[src/hw/rtl/assert_macros.svh]
// Assertion macros shared by the sorted priority queue RTL.
// Depends on nothing; included by files that carry concurrent assertions.
`ifndef ASSERT_MACROS_SVH
`define ASSERT_MACROS_SVH

// Check that cons holds in every cycle in which ante holds.
`define SPQ_ASSERT_IMPL(label, clk, rst_n, ante, cons) \
    label: assert property (@(posedge clk) disable iff (!(rst_n)) (ante) |-> (cons)) \
        else $error("spq assertion failed");

// Check that cons holds in the cycle after ante holds.
`define SPQ_ASSERT_NEXT(label, clk, rst_n, ante, cons) \
    label: assert property (@(posedge clk) disable iff (!(rst_n)) (ante) |=> (cons)) \
        else $error("spq assertion failed");

`endif

[src/hw/rtl/spq_pkg.sv]
// Package for the sorted priority queue: request and result types, codes.
// Depends on nothing; used by spq_cell and sorted_priority_queue_unit.
package spq_pkg;

    localparam int CAPACITY_DEF = 16;
    localparam int OCC_W        = 5;

    // Request codes
    localparam logic [1:0] REQ_ENQUEUE = 2'd0;
    localparam logic [1:0] REQ_DEQUEUE = 2'd1;
    localparam logic [1:0] REQ_PEEK    = 2'd2;

    // Status codes
    localparam logic [1:0] ST_OK        = 2'd0;
    localparam logic [1:0] ST_UNDERFLOW = 2'd1;
    localparam logic [1:0] ST_OVERFLOW  = 2'd2;

    typedef struct packed {
        logic [1:0]         req_type;
        logic signed [31:0] item_value;
        logic signed [15:0] item_priority;
    } t_req;

    typedef struct packed {
        logic [1:0]         status;
        logic signed [31:0] head_value;
        logic signed [15:0] head_priority;
        logic [OCC_W-1:0]   occupancy;
    } t_rsp;

    typedef struct packed {
        logic signed [31:0] slot_value;
        logic signed [15:0] slot_priority;
    } t_slot;

    typedef struct packed {
        logic ins;
        logic del;
    } t_cell_ctrl;

endpackage

[src/hw/rtl/spq_cell.sv]
// One slot of the sorted queue chain: holds a pair, compares it with a new
// request and shifts with its neighbours. Depends on spq_pkg.
module spq_cell (
    input  logic               i_clk,
    input  logic               i_rst_n,
    input  spq_pkg::t_cell_ctrl i_ctrl,
    input  spq_pkg::t_slot     i_new,
    input  logic               i_keep_prev,
    input  logic               i_keep_self,
    input  spq_pkg::t_slot     i_left,
    input  logic               i_left_valid,
    input  spq_pkg::t_slot     i_right,
    input  logic               i_right_valid,
    output spq_pkg::t_slot     o_slot,
    output logic               o_valid,
    output logic               o_lt,
    output logic               o_le
);

    spq_pkg::t_slot r_slot, n_slot;
    logic           r_valid, n_valid;

    // Compare stored priority with the incoming one; empty slots never match.
    assign o_lt = r_valid && (r_slot.slot_priority <  i_new.slot_priority);
    assign o_le = r_valid && (r_slot.slot_priority <= i_new.slot_priority);

    always_comb begin
        n_slot  = r_slot;
        n_valid = r_valid;
        if (i_ctrl.ins && !i_keep_self) begin
            if (i_keep_prev) begin
                n_slot  = i_new;
                n_valid = 1'b1;
            end else begin
                n_slot  = i_left;
                n_valid = i_left_valid;
            end
        end else if (i_ctrl.del) begin
            n_slot  = i_right;
            n_valid = i_right_valid;
        end
    end

    always_ff @(posedge i_clk) begin
        if (!i_rst_n) begin
            r_valid <= 1'b0;
        end else begin
            r_valid <= n_valid;
        end
    end

    always_ff @(posedge i_clk) begin
        r_slot <= n_slot;
    end

    assign o_slot  = r_slot;
    assign o_valid = r_valid;

endmodule

[src/hw/rtl/sorted_priority_queue_unit.sv]
// Sorted priority queue top level: a chain of spq_cell slots plus result
// register. Depends on spq_pkg, spq_cell and assert_macros.svh.
//
// Usage:
//   Drive i_req (request type, value, priority) and raise i_start. A request
//   is taken at each rising edge where i_start is high and o_busy is low;
//   o_busy stays low, so a request may be issued in every cycle.
//   The result appears on o_rsp in the cycle after the request is taken, marked
//   by o_strobe for exactly that cycle: status, head value and priority for
//   a dequeue or peek, and the occupancy after the request.
//   Throughput is 1 request per cycle. Every slot compares
//   its priority with the incoming one in parallel, and the slots shift
//   left or right in one step, so no request ever waits on the chain.
//   Enqueue on a full queue is dropped with overflow status; dequeue or peek
//   on an empty queue returns underflow with zero value and priority.
//   The receiver cannot stall: each result is shown once and then replaced.
//   Reset (synchronous, active low) empties the queue and drops any pending
//   result; slot contents are left as they are and never read while empty.
module sorted_priority_queue_unit #(
    parameter int CAPACITY = spq_pkg::CAPACITY_DEF
) (
    input  logic          i_clk,
    input  logic          i_rst_n,
    input  logic          i_start,
    input  spq_pkg::t_req i_req,
    output logic          o_busy,
    output logic          o_strobe,
    output spq_pkg::t_rsp o_rsp
);

    `include "assert_macros.svh"

    localparam int CNT_W = $clog2(CAPACITY + 1);

    spq_pkg::t_slot      w_slot [CAPACITY];
    logic [CAPACITY-1:0] w_valid;
    logic [CAPACITY-1:0] w_lt;
    logic [CAPACITY-1:0] w_le;
    logic [CAPACITY-1:0] w_keep;
    spq_pkg::t_slot      w_new;
    spq_pkg::t_cell_ctrl w_ctrl;

    logic [CNT_W-1:0]       r_count, n_count;
    logic                   r_strobe;
    spq_pkg::t_rsp          r_rsp, n_rsp;
    logic                   w_take;
    logic                   w_empty;
    logic                   w_full;
    logic [CNT_W+spq_pkg::OCC_W-1:0] w_occ_ext;

    // Never hold off a request: no request ever waits on the chain.
    assign o_busy  = 1'b0;
    assign w_take  = i_start && !o_busy;
    assign w_empty = (r_count == '0);
    assign w_full  = (r_count == CNT_W'(CAPACITY));

    assign w_new.slot_value    = i_req.item_value;
    assign w_new.slot_priority = i_req.item_priority;

    // Insertion point: the head stays unless the new priority is smaller;
    // behind the head, slots stay while their priority is strictly smaller.
    always_comb begin
        w_keep[0] = w_le[0];
        for (int i = 1; i < CAPACITY; i++) begin
            w_keep[i] = w_le[0] && w_lt[i];
        end
    end

    always_comb begin
        w_ctrl.ins = w_take && (i_req.req_type == spq_pkg::REQ_ENQUEUE) && !w_full;
        w_ctrl.del = w_take && (i_req.req_type == spq_pkg::REQ_DEQUEUE) && !w_empty;
    end

    // Chain of slots, head at index 0
    for (genvar g = 0; g < CAPACITY; g++) begin : g_cell
        spq_pkg::t_slot w_left, w_right;
        logic           w_left_valid, w_right_valid, w_keep_prev;

        if (g == 0) begin : g_head
            assign w_left       = w_new;
            assign w_left_valid = 1'b1;
            assign w_keep_prev  = 1'b1;
        end else begin : g_body
            assign w_left       = w_slot[g-1];
            assign w_left_valid = w_valid[g-1];
            assign w_keep_prev  = w_keep[g-1];
        end

        if (g == CAPACITY - 1) begin : g_tail
            assign w_right       = '0;
            assign w_right_valid = 1'b0;
        end else begin : g_inner
            assign w_right       = w_slot[g+1];
            assign w_right_valid = w_valid[g+1];
        end

        spq_cell u_cell (
            .i_clk         (i_clk),
            .i_rst_n       (i_rst_n),
            .i_ctrl        (w_ctrl),
            .i_new         (w_new),
            .i_keep_prev   (w_keep_prev),
            .i_keep_self   (w_keep[g]),
            .i_left        (w_left),
            .i_left_valid  (w_left_valid),
            .i_right       (w_right),
            .i_right_valid (w_right_valid),
            .o_slot        (w_slot[g]),
            .o_valid       (w_valid[g]),
            .o_lt          (w_lt[g]),
            .o_le          (w_le[g])
        );
    end

    // Advance the fill count and build the result of this request.
    always_comb begin
        n_count = r_count;
        if (w_ctrl.ins) begin
            n_count = r_count + CNT_W'(1);
        end else if (w_ctrl.del) begin
            n_count = r_count - CNT_W'(1);
        end

        w_occ_ext = {{spq_pkg::OCC_W{1'b0}}, n_count};

        n_rsp               = '0;
        n_rsp.status        = spq_pkg::ST_OK;
        n_rsp.occupancy     = w_occ_ext[spq_pkg::OCC_W-1:0];
        unique case (i_req.req_type)
            spq_pkg::REQ_ENQUEUE: begin
                if (w_full) begin
                    n_rsp.status = spq_pkg::ST_OVERFLOW;
                end
            end
            spq_pkg::REQ_DEQUEUE,
            spq_pkg::REQ_PEEK: begin
                if (w_empty) begin
                    n_rsp.status = spq_pkg::ST_UNDERFLOW;
                end else begin
                    n_rsp.head_value    = w_slot[0].slot_value;
                    n_rsp.head_priority = w_slot[0].slot_priority;
                end
            end
            default: begin
                // unused request code: report occupancy only
                n_rsp.status = spq_pkg::ST_OK;
            end
        endcase
    end

    always_ff @(posedge i_clk) begin
        if (!i_rst_n) begin
            r_count  <= '0;
            r_strobe <= 1'b0;
        end else begin
            r_count  <= n_count;
            r_strobe <= w_take;
        end
    end

    // Hold the last result; the strobe marks the cycle in which it is new.
    always_ff @(posedge i_clk) begin
        if (w_take) begin
            r_rsp <= n_rsp;
        end
    end

    assign o_strobe = r_strobe;
    assign o_rsp    = r_rsp;

    // Assertions
    `SPQ_ASSERT_IMPL(a_count_bound, i_clk, i_rst_n, 1'b1, r_count <= CNT_W'(CAPACITY))
    `SPQ_ASSERT_IMPL(a_valid_packed, i_clk, i_rst_n, 1'b1,
        w_valid == ({CAPACITY{1'b1}} >> (CAPACITY - int'(r_count))))
    `SPQ_ASSERT_NEXT(a_strobe_follows, i_clk, i_rst_n, w_take, o_strobe)
    `SPQ_ASSERT_IMPL(a_underflow_empty, i_clk, i_rst_n,
        o_strobe && (o_rsp.status == spq_pkg::ST_UNDERFLOW), $past(r_count) == '0)

endmodule
[config.mk]
export PLATFORM = sky130hd
export DESIGN_NAME = sorted_priority_queue_unit
export DESIGN_NICKNAME = d
export VERILOG_FILES = /design/src/hw/rtl/spq_pkg.sv /design/src/hw/rtl/spq_cell.sv /design/src/hw/rtl/sorted_priority_queue_unit.sv
export VERILOG_INCLUDE_DIRS = /design/src /design/src/hw/rtl
export SDC_FILE = /design/constraint.sdc
export NUM_CORES = 2
export LEC_CHECK = 0
export BUFFER_PORTS_ARGS = -buffer_cell sky130_fd_sc_hd__buf_4
export CAP_MARGIN = 20
export CORE_UTILIZATION = 30
export CTS_BUF_LIST = sky130_fd_sc_hd__clkbuf_16
export DETAILED_ROUTE_END_ITERATION = 10
export GPL_ROUTABILITY_DRIVEN = 0
export PLACE_DENSITY_LB_ADDON = 0.12
export RECOVER_POWER = 100
export REMOVE_ABC_BUFFERS = 1
export SYNTH_ARGS = -nofsm -noshare
export SYNTH_HDL_FRONTEND = slang
export SYNTH_HIERARCHICAL = 1
export SYNTH_SLANG_ARGS = --single-unit
export TNS_END_PERCENT = 10
[constraint.sdc]
create_clock -name i_clk -period 4.2 [get_ports i_clk]
set_input_delay 0.21 -clock i_clk [delete_from_list [all_inputs] [get_ports i_clk]]
set_output_delay 0.21 -clock i_clk [all_outputs]
set_load 0.005 [all_outputs]
==> impl_metrics.env <==
export IMPL_status="complete, but fails checks"
export IMPL_violations="capacitance limit, slew limit"
export IMPL_wl_um=140000
export IMPL_p_per_area_mw_per_mm2=397
export IMPL_clock_fmax_mhz=260
export IMPL_crit_arrival_ns=4.16
export IMPL_finalHoldViolCount=0
export IMPL_antenna_found_initial=4
export IMPL_vias_per_cell=4.91
export IMPL_grt_max_degree=99
export IMPL_place_inst=6753
export IMPL_swShare_pct=27.5
export IMPL_slowest_delay_ns=0.72
export IMPL_finalCritPeriodShare_pct=91.4
export IMPL_hp_class="in -> reg"
export IMPL_routedWlPerCell_um=20.1
export IMPL_switchingPower_w=0.00613
export IMPL_slew_viol_final=57
export IMPL_clk_pin_slew_ns=0.06
export IMPL_power_internal_w=0.0162
export IMPL_grt_ovfl_total=0
export IMPL_max_cap_violations=1
export IMPL_period_needed_ns=3.84
export IMPL_synth_cells=4582
export IMPL_clkPwrFrac_pct=38.9
export IMPL_cp_data_required_time_ns=4.52
export IMPL_ir_drop_mv=0.335
export IMPL_setup_violations=0
export IMPL_rsz0062_at_grt="no"
export IMPL_die_h_um=407
export IMPL_diodes=0
export IMPL_cts_htree_levels=3
export IMPL_worstPathMaxFanout=48
export IMPL_hpwlAfterDp_um=99200
export IMPL_pin_count=110
export IMPL_first_iter_violations=1662
export IMPL_avgSynthCellArea_sq_um=10.8
export IMPL_layout_drive_gt1_share_pct=9.34
export IMPL_grt_pass1_vias=36395
export IMPL_area_growth_pct=14.1
export IMPL_finalHoldWorstSlack_ns=0.0677
export IMPL_track_usage_pct=16.5
export IMPL_seqPwrFrac_pct=48.1
export IMPL_fp_row_count=148
export IMPL_final_nets=5004
export IMPL_io_buffers=108
export IMPL_cts_buffer_depth=3
export IMPL_path_class="reg -> reg"
export IMPL_crit_slowest_cell="clkbuf_4"
export IMPL_start_kind="register"
export IMPL_antenna_left=0
export IMPL_tns_ns=0
export IMPL_finalPower_w=0.0223
export IMPL_cp_cell_sequence="ha_1 > nand4_1 > or2_0 > a221o_1 > nand3_1 > mux2_4 > and2_4 > nand2b_4 > nand2b_2 > clkbuf_4"
export IMPL_skew_ns=0.0207
export IMPL_vias=34126
export IMPL_first_pass_iters=4
export IMPL_cts_sinks=845
export IMPL_synth_warning_count=6
export IMPL_worstMarginPinSlew_ns=3.53
export IMPL_cts_tree="built"
export IMPL_endpoint_kind="register"
export IMPL_slew_headroom_pct=-135
export IMPL_dieArea_sq_mm=0.166
export IMPL_cts_root_buffer="clkbuf_16"
export IMPL_clkLatencyLatePin_ns=0.71
export IMPL_final_cells=6950
export IMPL_fin_area_sq_mm=0.0562
export IMPL_p_leak_nw=20.9
export IMPL_numCtsBuffers=105
export IMPL_drcViolationCount=0
export IMPL_synth_area_sq_mm=0.0493
export IMPL_grt_pass1_wl_um=217000
export IMPL_initial_utilization_pct=30.2
export IMPL_placed_area_sq_mm=0.0533
export IMPL_p_comb_share_pct=13.0
export IMPL_dieWidth_um=407
export IMPL_core_region_area_sq_mm=0.163
## routing by layer
layer	up-vias	global-route usage, %	part of all wire, %
met5	-	0	0.016
met4	4	3.51	1.9
met2	329	29.1	50
met1	16939	21.5	46
met3	169	2.16	2.4
li1	16685	-	-
## critical path, delay by kind of cell (launching register included)
kind | cells | cell delay, ns
multiplexers | 1 | 0.46
adder cells (fa/ha/maj) | 1 | 0.38
buffers and inverters | 1 | 0.72
AND/OR/NAND/NOR | 6 | 1.07
flip-flops | 1 | 0.48
AO/OA/AOI/OAI | 1 | 0.28
## through the flow
| stage | utilization [%] | setup WS [ns] |
|---|---|---|
| finish | 34.5 | 0.361 |
| global route | 34.5 | 0.196 |
| CTS | 34.7 | 0.566 |
| detailed placement | 32.7 | 0.509 |
| global placement | 32.7 | 0.524 |
| floorplan | - | -4.47 |
## flip-flops by register name, indices dropped and copies added, names as in the netlist
name / count
r_count: 5
o_rsp: 55
g_cell.u_cell/o_valid: 16
g_cell.u_cell/o_slot: 768
o_strobe: 1
## final cells by class
type                       instances  area, sq um
clock buffer                     105         2630
clock inverter                    87          566
fill                           16798       107000
inverter                         294         1100
multi-input combinational       3212        22000
sequential                       845        25200
tap                             2175         2720
timing repair buffer             232         2040
## timing repair
action                                 CTS  global route
endpoints found under the hold margin   31             0
resized for setup                        0             0
hold buffers                             5             0
setup buffers                            0             0
## path summary, 6_finish.rpt
kind,startpoint,endpoint,slack [ns],cells after the start
worst max-delay path,g_cell[0].u_cell/o_slot[15],g_cell[13].u_cell/o_slot[38],0.36,10
worst min-delay path,i_req[5],g_cell[3].u_cell/o_slot[5],0.07,3
worst max register to register,g_cell[0].u_cell/o_slot[15],g_cell[13].u_cell/o_slot[38],0.36,10
worst min register to register,g_cell[15].u_cell/o_slot[28],g_cell[14].u_cell/o_slot[28],0.53,2
## power groups by stage
stage	clock [W]	sequential (W)	combinational [W]
3_5_place_dp	0	0.0109	0.00302
3_3_place_gp	0	0.0109	0.00296
2_1_floorplan	0	0.0107	0.00184
4_1_cts	0.00901	0.0107	0.00304
5_1_grt	0.00926	0.0108	0.00333
6_report	0.00868	0.0107	0.00291
## cell usage in the layout (no fill, tap or decap), drive strengths merged, types with 2 or more instances in the layout
cell type	count
edfxtp	823
nand2	820
o21ai	803
mux2i	792
inv	331
ha	261
clkbuf	196
buf	136
a21oi	105
and2	75
conb	52
nand2b	49
clkinv	44
nand4	40
nor2	27
nor3	25
dfxtp	22
o31ai	19
nor2b	17
or2	17
nand3	12
a31oi	11
nand3b	10
o22ai	9
and3	9
o211ai	8
a221o	8
a21o	8
nor4	8
a2111oi	8
a41oi	8
bufinv	6
dlygate4sd3	5
nor4b	2
xnor2	2
(Power assumes the default switching activity.)
